File: src/fasta_record_stream_parser_core_assert.svh
// assertion macros for the fasta record stream parser
// expects clk and arst_n in the scope of the module that uses them
`ifndef FASTA_RECORD_STREAM_PARSER_CORE_ASSERT_SVH
`define FASTA_RECORD_STREAM_PARSER_CORE_ASSERT_SVH

// same-cycle implication, checked outside reset
`define FRSP_ASSERT_NOW(label, ante, cons, msg) \
	label: assert property (@(posedge clk) disable iff (!arst_n) (ante) |-> (cons)) \
		else $error(msg);

// next-cycle implication, checked outside reset
`define FRSP_ASSERT_NEXT(label, ante, cons, msg) \
	label: assert property (@(posedge clk) disable iff (!arst_n) (ante) |=> (cons)) \
		else $error(msg);

`endif

File: src/frsp_pkg.sv
// types and constants of the fasta record stream parser
// used by every module of the block, depends on nothing
`default_nettype none

package frsp_pkg;

	localparam int OUT_W = 32;

	localparam logic [7:0] CHAR_MARK = 8'h3E;
	localparam logic [7:0] CHAR_LF   = 8'h0A;

	typedef enum logic [1:0] {
		OP_BYTE  = 2'd0,
		OP_END   = 2'd1,
		OP_WRITE = 2'd2,
		OP_NONE  = 2'd3
	} op_t;

	typedef enum logic [2:0] {
		ACT_STRIP   = 3'd0,
		ACT_KEEP    = 3'd1,
		ACT_FATAL   = 3'd2,
		ACT_SILENT  = 3'd3,
		ACT_NEWLINE = 3'd4
	} act_t;

	typedef enum logic [2:0] {
		PH_EXPECT    = 3'd0,
		PH_HEADER    = 3'd1,
		PH_SEQ_START = 3'd2,
		PH_SEQ_MID   = 3'd3,
		PH_ENDED     = 3'd4,
		PH_HALTED    = 3'd5
	} phase_t;

	typedef enum logic [2:0] {
		K_HEADER = 3'd0,
		K_SEQ    = 3'd1,
		K_END    = 3'd2,
		K_ERROR  = 3'd3,
		K_DONE   = 3'd4
	} kind_t;

	typedef enum logic [1:0] {
		ERR_NONE     = 2'd0,
		ERR_NO_MARK  = 2'd1,
		ERR_HDR_OPEN = 2'd2,
		ERR_ILLEGAL  = 2'd3
	} err_t;

	// one input transaction plus its table lookup
	typedef struct packed {
		op_t        op;
		logic [7:0] data;
		logic [2:0] action;
		logic [7:0] mapping;
	} item_t;

	// one result transaction
	typedef struct packed {
		kind_t            kind;
		logic [7:0]       value;
		err_t             error_code;
		logic [7:0]       offending_byte;
		logic [OUT_W-1:0] line_number;
		logic [OUT_W-1:0] record_number;
		logic [OUT_W-1:0] sequence_length;
		logic [OUT_W-1:0] stripped_total;
		logic             input_finished;
	} res_t;

	// handshake between the input stage and the engine
	typedef struct packed {
		logic s1_valid;
		logic out_free;
	} stage_ctl_t;

endpackage

`default_nettype wire

File: src/frsp_table.sv
// 256-entry action and mapping table, one write and one registered read
// depends on frsp_pkg
`default_nettype none

module frsp_table
	import frsp_pkg::*;
(
	input  wire logic       clk,
	input  wire logic       we,
	input  wire logic [7:0] waddr,
	input  wire logic [2:0] wr_action,
	input  wire logic [7:0] wr_mapping,
	input  wire logic       re,
	input  wire logic [7:0] raddr,
	output logic [2:0]      rd_action,
	output logic [7:0]      rd_mapping
);

	logic [10:0] mem [256];

	always_ff @(posedge clk) begin
		if (we) begin
			mem[waddr] <= {wr_action, wr_mapping};
		end
	end

	always_ff @(posedge clk) begin
		if (re) begin
			{rd_action, rd_mapping} <= mem[raddr];
		end
	end

endmodule

`default_nettype wire

File: src/frsp_engine.sv
// parser phase machine, saturating counters and result register
// depends on frsp_pkg and the assertion macro header
`default_nettype none

module frsp_engine
	import frsp_pkg::*;
#(
	parameter int COUNT_WIDTH = 32
) (
	input  wire logic       clk,
	input  wire logic       arst_n,
	input  wire item_t      item_s1,
	input  wire logic       s1_valid,
	input  wire logic       out_ready,
	output stage_ctl_t      ctl,
	output logic            out_valid,
	output res_t            res
);

	localparam int ExtW = (COUNT_WIDTH > OUT_W) ? COUNT_WIDTH : OUT_W;

	phase_t phase_q, phase_d;
	logic [COUNT_WIDTH-1:0] line_q, rec_q, kept_q, strip_q;
	logic [COUNT_WIDTH-1:0] line_inc, rec_inc, kept_inc, strip_inc;
	logic [ExtW-1:0] line_ext, rec_ext, kept_ext, strip_ext;
	logic fire, out_valid_q;
	logic emit, inc_line, inc_rec, inc_kept, inc_strip, clr_kept;
	res_t res_d, res_q;
	act_t act;

	assign fire = s1_valid & (~out_valid_q | out_ready);
	assign ctl.s1_valid = s1_valid;
	assign ctl.out_free = ~out_valid_q | out_ready;
	assign act = act_t'(item_s1.action);

	assign line_inc  = line_q + COUNT_WIDTH'(line_q != '1);
	assign rec_inc   = rec_q + COUNT_WIDTH'(rec_q != '1);
	assign kept_inc  = kept_q + COUNT_WIDTH'(kept_q != '1);
	assign strip_inc = strip_q + COUNT_WIDTH'(strip_q != '1);

	assign line_ext  = ExtW'(line_q);
	assign rec_ext   = ExtW'(inc_rec ? rec_inc : rec_q);
	assign kept_ext  = ExtW'(kept_q);
	assign strip_ext = ExtW'(strip_q);

	// next phase
	always_comb begin
		phase_d = phase_q;
		if (item_s1.op == OP_END) begin
			unique case (phase_q)
				PH_EXPECT, PH_ENDED, PH_SEQ_START, PH_SEQ_MID: phase_d = PH_ENDED;
				PH_HEADER: phase_d = PH_HALTED;
				default: phase_d = phase_q;
			endcase
		end else if (item_s1.op == OP_BYTE) begin
			unique case (phase_q)
				PH_EXPECT: phase_d = (item_s1.data == CHAR_MARK) ? PH_HEADER : PH_HALTED;
				PH_HEADER: phase_d = (item_s1.data == CHAR_LF) ? PH_SEQ_START : PH_HEADER;
				PH_SEQ_START, PH_SEQ_MID: begin
					if (phase_q == PH_SEQ_START && item_s1.data == CHAR_MARK) begin
						phase_d = PH_HEADER;
					end else if (act == ACT_FATAL) begin
						phase_d = PH_HALTED;
					end else begin
						phase_d = (item_s1.data == CHAR_LF) ? PH_SEQ_START : PH_SEQ_MID;
					end
				end
				default: phase_d = phase_q;
			endcase
		end
	end

	// result and counter updates
	always_comb begin
		emit      = 1'b0;
		inc_line  = 1'b0;
		inc_rec   = 1'b0;
		inc_kept  = 1'b0;
		inc_strip = 1'b0;
		clr_kept  = 1'b0;
		res_d.kind            = K_HEADER;
		res_d.value           = '0;
		res_d.error_code      = ERR_NONE;
		res_d.offending_byte  = '0;
		res_d.sequence_length = '0;
		res_d.input_finished  = 1'b0;
		if (item_s1.op == OP_END) begin
			unique case (phase_q)
				PH_EXPECT, PH_ENDED: begin
					emit = 1'b1;
					res_d.kind = K_DONE;
				end
				PH_HEADER: begin
					emit = 1'b1;
					res_d.kind = K_ERROR;
					res_d.error_code = ERR_HDR_OPEN;
				end
				PH_SEQ_START, PH_SEQ_MID: begin
					emit = 1'b1;
					inc_rec = 1'b1;
					clr_kept = 1'b1;
					res_d.kind = K_END;
					res_d.sequence_length = kept_ext[OUT_W-1:0];
					res_d.input_finished = 1'b1;
				end
				default: emit = 1'b0;
			endcase
		end else if (item_s1.op == OP_BYTE) begin
			unique case (phase_q)
				PH_EXPECT: begin
					if (item_s1.data != CHAR_MARK) begin
						emit = 1'b1;
						res_d.kind = K_ERROR;
						res_d.error_code = ERR_NO_MARK;
					end
				end
				PH_HEADER: begin
					if (item_s1.data == CHAR_LF) begin
						inc_line = 1'b1;
					end else begin
						emit = 1'b1;
						res_d.kind = K_HEADER;
						res_d.value = item_s1.data;
					end
				end
				PH_SEQ_START, PH_SEQ_MID: begin
					if (phase_q == PH_SEQ_START && item_s1.data == CHAR_MARK) begin
						emit = 1'b1;
						inc_rec = 1'b1;
						clr_kept = 1'b1;
						res_d.kind = K_END;
						res_d.sequence_length = kept_ext[OUT_W-1:0];
					end else begin
						case (act)
							ACT_STRIP: inc_strip = 1'b1;
							ACT_KEEP: begin
								emit = 1'b1;
								inc_kept = 1'b1;
								res_d.kind = K_SEQ;
								res_d.value = item_s1.mapping;
							end
							ACT_FATAL: begin
								emit = 1'b1;
								res_d.kind = K_ERROR;
								res_d.error_code = ERR_ILLEGAL;
								res_d.offending_byte = item_s1.data;
							end
							ACT_NEWLINE: inc_line = 1'b1;
							default: emit = 1'b0;
						endcase
					end
				end
				default: emit = 1'b0;
			endcase
		end
		res_d.line_number    = line_ext[OUT_W-1:0];
		res_d.record_number  = rec_ext[OUT_W-1:0];
		res_d.stripped_total = strip_ext[OUT_W-1:0];
	end

	always_ff @(posedge clk or negedge arst_n) begin
		if (!arst_n) begin
			phase_q <= PH_EXPECT;
			line_q  <= COUNT_WIDTH'(1);
			rec_q   <= '0;
			kept_q  <= '0;
			strip_q <= '0;
		end else if (fire) begin
			phase_q <= phase_d;
			if (inc_line) begin
				line_q <= line_inc;
			end
			if (inc_rec) begin
				rec_q <= rec_inc;
			end
			if (clr_kept) begin
				kept_q <= '0;
			end else if (inc_kept) begin
				kept_q <= kept_inc;
			end
			if (inc_strip) begin
				strip_q <= strip_inc;
			end
		end
	end

	always_ff @(posedge clk or negedge arst_n) begin
		if (!arst_n) begin
			out_valid_q <= 1'b0;
		end else if (fire && emit) begin
			out_valid_q <= 1'b1;
		end else if (out_ready) begin
			out_valid_q <= 1'b0;
		end
	end

	always_ff @(posedge clk) begin
		if (fire && emit) begin
			res_q <= res_d;
		end
	end

	assign out_valid = out_valid_q;
	assign res = res_q;

`include "fasta_record_stream_parser_core_assert.svh"

	`FRSP_ASSERT_NEXT(a_halt_sticky, phase_q == PH_HALTED, phase_q == PH_HALTED, "left halted phase")
	`FRSP_ASSERT_NOW(a_line_nonzero, 1'b1, line_q != '0, "line count is zero")
	`FRSP_ASSERT_NOW(a_end_has_record, out_valid_q && res_q.kind == K_END, res_q.record_number != '0 || COUNT_WIDTH > OUT_W, "record end with no record counted")
	`FRSP_ASSERT_NOW(a_err_code, out_valid_q && res_q.kind != K_ERROR, res_q.error_code == ERR_NONE, "error code on a non-error result")
	`FRSP_ASSERT_NEXT(a_kept_cleared, fire && clr_kept, kept_q == '0, "kept length not cleared at record end")

endmodule

`default_nettype wire

File: src/fasta_record_stream_parser_core.sv
// Parses a FASTA byte stream and emits header bytes, mapped sequence bytes,
// record ends, errors and end-of-input results. One transaction is accepted
// every clock cycle while results are taken; a waiting result holds the input
// once the input stage is also full. The accepting edge loads the input stage and
// reads the 256-entry action and mapping table; any result is then loaded into the
// result register through the phase logic once that register is free or its
// result is being taken. A table write takes effect for the very
// next byte. The table has no reset and no clearing pass: every entry a byte
// may look up must be written first. Counters are COUNT_WIDTH bits, saturate,
// and are reported as their low 32 bits.
// depends on frsp_pkg, frsp_table and frsp_engine
`default_nettype none

module fasta_record_stream_parser_core
	import frsp_pkg::*;
#(
	parameter int COUNT_WIDTH = 32
) (
	input  wire logic        clk,
	input  wire logic        arst_n,
	input  wire logic        in_valid,
	output logic             in_ready,
	input  wire logic [1:0]  operation,
	input  wire logic [7:0]  data_byte,
	input  wire logic [2:0]  entry_action,
	input  wire logic [7:0]  entry_mapping,
	output logic             out_valid,
	input  wire logic        out_ready,
	output logic [2:0]       kind,
	output logic [7:0]       value,
	output logic [1:0]       error_code,
	output logic [7:0]       offending_byte,
	output logic [OUT_W-1:0] line_number,
	output logic [OUT_W-1:0] record_number,
	output logic [OUT_W-1:0] sequence_length,
	output logic [OUT_W-1:0] stripped_total,
	output logic             input_finished
);

	logic       s1_valid_q, accept;
	op_t        op_s1;
	logic [7:0] data_s1;
	logic [2:0] tbl_action;
	logic [7:0] tbl_mapping;
	item_t      item_s1;
	stage_ctl_t ctl;
	res_t       res;

	assign in_ready = ~ctl.s1_valid | ctl.out_free;
	assign accept = in_valid & in_ready;

	always_ff @(posedge clk or negedge arst_n) begin
		if (!arst_n) begin
			s1_valid_q <= 1'b0;
		end else if (in_ready) begin
			s1_valid_q <= in_valid;
		end
	end

	always_ff @(posedge clk) begin
		if (accept) begin
			op_s1   <= op_t'(operation);
			data_s1 <= data_byte;
		end
	end

	frsp_table u_table (
		.clk        (clk),
		.we         (accept && op_t'(operation) == OP_WRITE),
		.waddr      (data_byte),
		.wr_action  (entry_action),
		.wr_mapping (entry_mapping),
		.re         (accept),
		.raddr      (data_byte),
		.rd_action  (tbl_action),
		.rd_mapping (tbl_mapping)
	);

	assign item_s1.op      = op_s1;
	assign item_s1.data    = data_s1;
	assign item_s1.action  = tbl_action;
	assign item_s1.mapping = tbl_mapping;

	frsp_engine #(
		.COUNT_WIDTH (COUNT_WIDTH)
	) u_engine (
		.clk       (clk),
		.arst_n    (arst_n),
		.item_s1   (item_s1),
		.s1_valid  (s1_valid_q),
		.out_ready (out_ready),
		.ctl       (ctl),
		.out_valid (out_valid),
		.res       (res)
	);

	assign kind            = res.kind;
	assign value           = res.value;
	assign error_code      = res.error_code;
	assign offending_byte  = res.offending_byte;
	assign line_number     = res.line_number;
	assign record_number   = res.record_number;
	assign sequence_length = res.sequence_length;
	assign stripped_total  = res.stripped_total;
	assign input_finished  = res.input_finished;

endmodule

`default_nettype wire

File: config.mk
export PLATFORM = sky130hd
export DESIGN_NAME = fasta_record_stream_parser_core
export DESIGN_NICKNAME = d
export VERILOG_FILES = /design/src/frsp_pkg.sv /design/src/frsp_table.sv /design/src/frsp_engine.sv /design/src/fasta_record_stream_parser_core.sv
export VERILOG_INCLUDE_DIRS = /design/src /design/src/src
export SDC_FILE = /design/constraint.sdc
export NUM_CORES = 2
export LEC_CHECK = 0
export ABC_AREA = 1
export BUFFER_PORTS_ARGS = -buffer_cell sky130_fd_sc_hd__buf_4
export CORE_ASPECT_RATIO = 1.25
export CORE_MARGIN = 2
export CORE_UTILIZATION = 25
export CTS_CLUSTER_DIAMETER = 30
export DETAILED_ROUTE_END_ITERATION = 7
export PLACE_DENSITY_LB_ADDON = 0.1
export SYNTH_ARGS = -nofsm -noshare
export SYNTH_HDL_FRONTEND = slang
export SYNTH_SLANG_ARGS = --single-unit
File: constraint.sdc
create_clock -name clk -period 5.7 [get_ports clk]
set_input_delay 0.285 -clock clk [delete_from_list [all_inputs] [get_ports clk]]
set_output_delay 0.285 -clock clk [all_outputs]
set_load 0.05 [all_outputs]
==> out/summary.md <==
The number of warnings reported in the yosys synthesis log is 0, and the layout overhead on the synthesized area is 26.89%. The final worst-path cycle share is 74.51%. For the relative contribution of sequential cells to total power, the log shows 36.4%. The filler cells instantiated in the layout total 52655. From left edge to right edge, the die measures 649.2 um. The register area share after synthesis is 71.52%, and the reported leakage power is 65.21 nW. After clock tree synthesis, the clock-pin slew on the worst setup and hold paths is 50 ps. The headroom to the max-slew limit is 8.331%, and the average detailed-routed wire length per instance is 22.62 um. The number of cells on the worst reg-to-reg path is 8.

The longest clock path from root to sink contains 4 buffers. The number of nets handed over by synthesis was 12411. The synthesized area per cell was 10.51 um^2; the power per standard cell area was 428.9 mW/mm^2. Summing the areas of all xor and xnor instances in the mapped netlist gives 0.6127% of the synthesized area. After synthesis, the largest family of logic cells by area is simple AND/OR/NAND/NOR gates. After Yosys synthesis, full adders, half adders and majority gates account for 0.09619% of the synthesized area. The final core utilization is 31.81%.

The critical path class was input port to flop. The tools report the final weighted congestion in routability-driven placement as 0.8209. After detailed routing, the wire length on met1 is 200600 um. The critical path contains buffers and inverters numbering 6 combined.

The area share of and/or/nand/nor cells after synthesis came out at 23.78%. For the pin with the worst max-slew slack, the measured transition is 1370 ps. The first routing iteration left 6459 violations.

The number of library cell types mapped by synthesis is 46, and the later-pin clock latency in the skew report is 1070 ps. The run finished, with violations left. The total number of clock tree sinks is 3120, and the detailed route wirelength on metal2 is 231400 um. The area share of the largest cell type after synthesis is 68.96%, and the final wirelength is 462600 um. After detailed routing, the met3 layer carries 18680 um of wire. TritonCTS built the clock tree. The critical path's largest stage delay was 1320 ps. The checks that failed: design-rule violations. The first global-routing pass estimated 669300 um of wire. The I/O pin total was 177.

In this run the post-CTS setup repair buffer count came out at 0. The total area inside the core boundary comes to 0.5189 mm^2. The number of clock buffers added by TritonCTS is 701. In the post-synthesis netlist, the biggest area contributors are sky130_fd_sc_hd__edfxtp_1 (69%), sky130_fd_sc_hd__nand2_1 (20%), sky130_fd_sc_hd__dfrtp_1 (2.5%), sky130_fd_sc_hd__nor2_1 (1.5%), sky130_fd_sc_hd__nand3_1 (1.3%). Setup repair after global routing left no endpoint under its margin.

The die covers 0.5261 mm^2. Along the worst hold path, the cell count comes to 2. The run gives 25.07% as the effective utilization at floorplan. The worst hold path belongs to the class input port to flop. Counting buffers and inverters, the worst setup path is 12 cells deep. Traced cell by cell, the critical path runs through dlygate4sd3_1, buf_4, dlygate4sd3_1, inv_2, nand3_1, nand2_1, nor3_2, buf_4, inv_1, nor2_1, nand2_1, nor2_1. The global-route total usage across every layer is 17.17%. In this design, the largest share of critical-path delay is due to simple AND/OR/NAND/NOR gates. Leaving out fill and tap cells, the most frequent cells in the layout are sky130_fd_sc_hd__nand2_1 (6947), sky130_fd_sc_hd__edfxtp_1 (2987), sky130_fd_sc_hd__clkbuf_16 (707), sky130_fd_sc_hd__nor2_1 (510), sky130_fd_sc_hd__buf_4 (422). The logs give 68.57 ps for the worst clock skew on the final layout and 272000 um for the detailed-placement wirelength estimate. The type of origin of the critical path was an input port. The sort of element at the end of the critical path was a flop.

The hold violation total from the final report was 0. Summed over all layers, the global routing overflow is 0. The post-synthesis mux area share came out at 0%.

For the initial antenna violation count, the log shows 14. For the net switching power, the log shows 16.75 mW. Number of rows created at floorplan: 296. After detailed routing, the number of vias per cell comes to 4.404.

Summing the areas of all compound-gate instances in the mapped netlist gives 1.463% of the synthesized area. At the worst endpoint, the required time is 6340 ps. The multi-input combinational cells in the finished layout cover a total of 0.03388 mm^2. The tools report the total count of max-transition violations in the final report as 0.

The fraction of layout cells with a size suffix above 1 was 12.00%. Setup violations remaining at the end of the flow were counted as 0. Buffers placed on the I/O ports in this run total 176.

Leaving out fill and tap cells, the most frequent cell in the layout is sky130_fd_sc_hd__nand2_1. The synthesized flop and latch total is 3120, and the number of nets in the final layout is 13026. CTS placed an instance of sky130_fd_sc_hd__clkbuf_16 at the clock tree root. For the first-pass iteration count of the detailed router, the log shows 8. From bottom edge to top edge, the die measures 810.5 um. For the clock share of power, the log shows 58.2%. In the final timing run, aggregate negative setup slack is 0 ps.

The remaining routing DRC violations is 9, and the maximum number of pins on one net before global-route repair is 167. The final antenna-violating net count was 0. The switching share of total power is 23.67%. In this run the worst path has a maximum fanout of 16. The largest individual stage delay along the critical path comes from the cell sky130_fd_sc_hd__nor2_1.

The detailed router used layers up to and including met5. The worst path in the final design needs a cycle of 4247 ps, including I/O delays and setup. The run gives 5.5% as the power share of the combinational group.

The internal portion of the total power is 54.03 mW. The post-synth design cell area is 0.1301 mm^2, and the sequential cell area in the final layout is 0.09303 mm^2. The H-tree was split into 6 levels. The tool flagged a number of max-cap violations equal to 0. The number of global-route vias before repair was 92590. Count of vias placed by the detailed router: 90061. Synthesis produced 12376 cells. The worst path arrival time was 4890 ps; the maximum clock frequency was 235.5 MHz.

The peak supply drop is 0.3195 mV. Post-synthesis cell type with the largest combined area: sky130_fd_sc_hd__edfxtp_1.
-- worst reg2reg max path, stage by stage, from the launching register on --
cell                      delay [ps]
sky130_fd_sc_hd__dfrtp_1         430
sky130_fd_sc_hd__nand3_1         170
sky130_fd_sc_hd__nand2_1         130
sky130_fd_sc_hd__nor3_2          180
sky130_fd_sc_hd__buf_4           230
sky130_fd_sc_hd__inv_1           110
sky130_fd_sc_hd__nor2_1          400
sky130_fd_sc_hd__nand2_1         830
sky130_fd_sc_hd__nor2_1         1330
-- stage by stage --
stage	area, um^2	hold WS, ps	setup WS, ps	cells	power [mW]
after CTS	165000	29.92	1282	20440	71.65
after global routing	165000	90.58	1183	20442	73.05
final	165100	158.5	1453	20450	70.78
after detailed placement	140400	382.7	1308	19105	30.07
after global placement	140300	378.1	1467	19102	30.08
after floorplan	130100	-10.59	599.5	12376	28.12
-- routing by layer --
layer | vias up | GRT usage (%)
met3 | 685 | 2.504
li1 | 42392 | -
met4 | 2 | 4.839
met2 | 2018 | 30.42
met1 | 44964 | 21.67
met5 | - | 0
-- state kept, by name (all words and copies together), names as in the netlist --
name	count
s1_valid_q	1
op_s1	2
u_engine.res	150
u_engine.kept_ext	32
u_engine.out_valid	1
u_engine.rec_q	32
data_s1	8
u_table.rd_mapping	8
u_table.mem	2816
u_table.rd_action	3
u_engine.line_ext	32
u_engine.phase_q	3
u_engine.strip_ext	32
-- power by group through the flow --
stage               Sequential [mW]  Clock, mW  Combinational, mW
floorplan                      26.3          0               1.85
global placement               26.1          0               3.94
detailed placement             26.1          0               3.93
CTS                            25.7       41.9               3.97
global route                   25.8       43.0               4.26
finish                         25.8       41.2               3.86
-- cells in the mapped netlist (all sizes together) --
master	number
nor3	97
a211oi	1
nor4b	1
nand2	6968
dfstp	1
o21ai	289
xnor2	24
clkbuf	271
nor4	21
nor2	526
o22ai	1
a31oi	4
nand4	55
buf	333
and3	4
o22a	2
ha	10
nand3	333
dfrtp	132
edfxtp	2987
xor2	67
a21boi	1
o211ai	2
and2	2
o31ai	3
a21oi	66
inv	167
nand3b	4
nor3b	2
or2	1
or4	1
-- worst paths after layout --
check                                  startpoint                      to  slack [ps]
max                                     out_ready      u_table.mem[98][4]        1450
min                                  data_byte[5]              data_s1[5]         160
max reg2reg                    u_engine.out_valid      u_table.mem[98][4]        1460
min reg2reg                u_engine.strip_ext[16]        u_engine.res[17]         480
max in group asynchronous                  arst_n  u_engine.strip_ext[23]        4460
min in group asynchronous                  arst_n   u_engine.kept_ext[25]         420
-- layout make-up --
| cell class | count | share of cell area [%] |
|---|---|---|
| timing repair buffer | 516 | 2.801 |
| antenna | 9 | 0.01365 |
| clock inverter | 480 | 3.703 |
| tap | 6854 | 5.196 |
| inverter | 167 | 0.3965 |
| clock buffer | 819 | 11.00 |
| sequential | 3120 | 56.36 |
| multi-input combinational | 8485 | 20.52 |
-- cells by family after synthesis --
logic type | after synthesis
and+or+nand+nor | 8015
DFF | 3120
buffers and inverters | 771
AOI/OAI and AO/OA | 369
xor gates and xnor gates | 91
adders and majority gates | 10
-- timing repair --
action                                 in CTS  in global routing
hold buffers                               36                  0
endpoints found under the hold margin     885                  0
resized for setup                           0                  0
No activity file was read; power rests on OpenSTA's default activity.
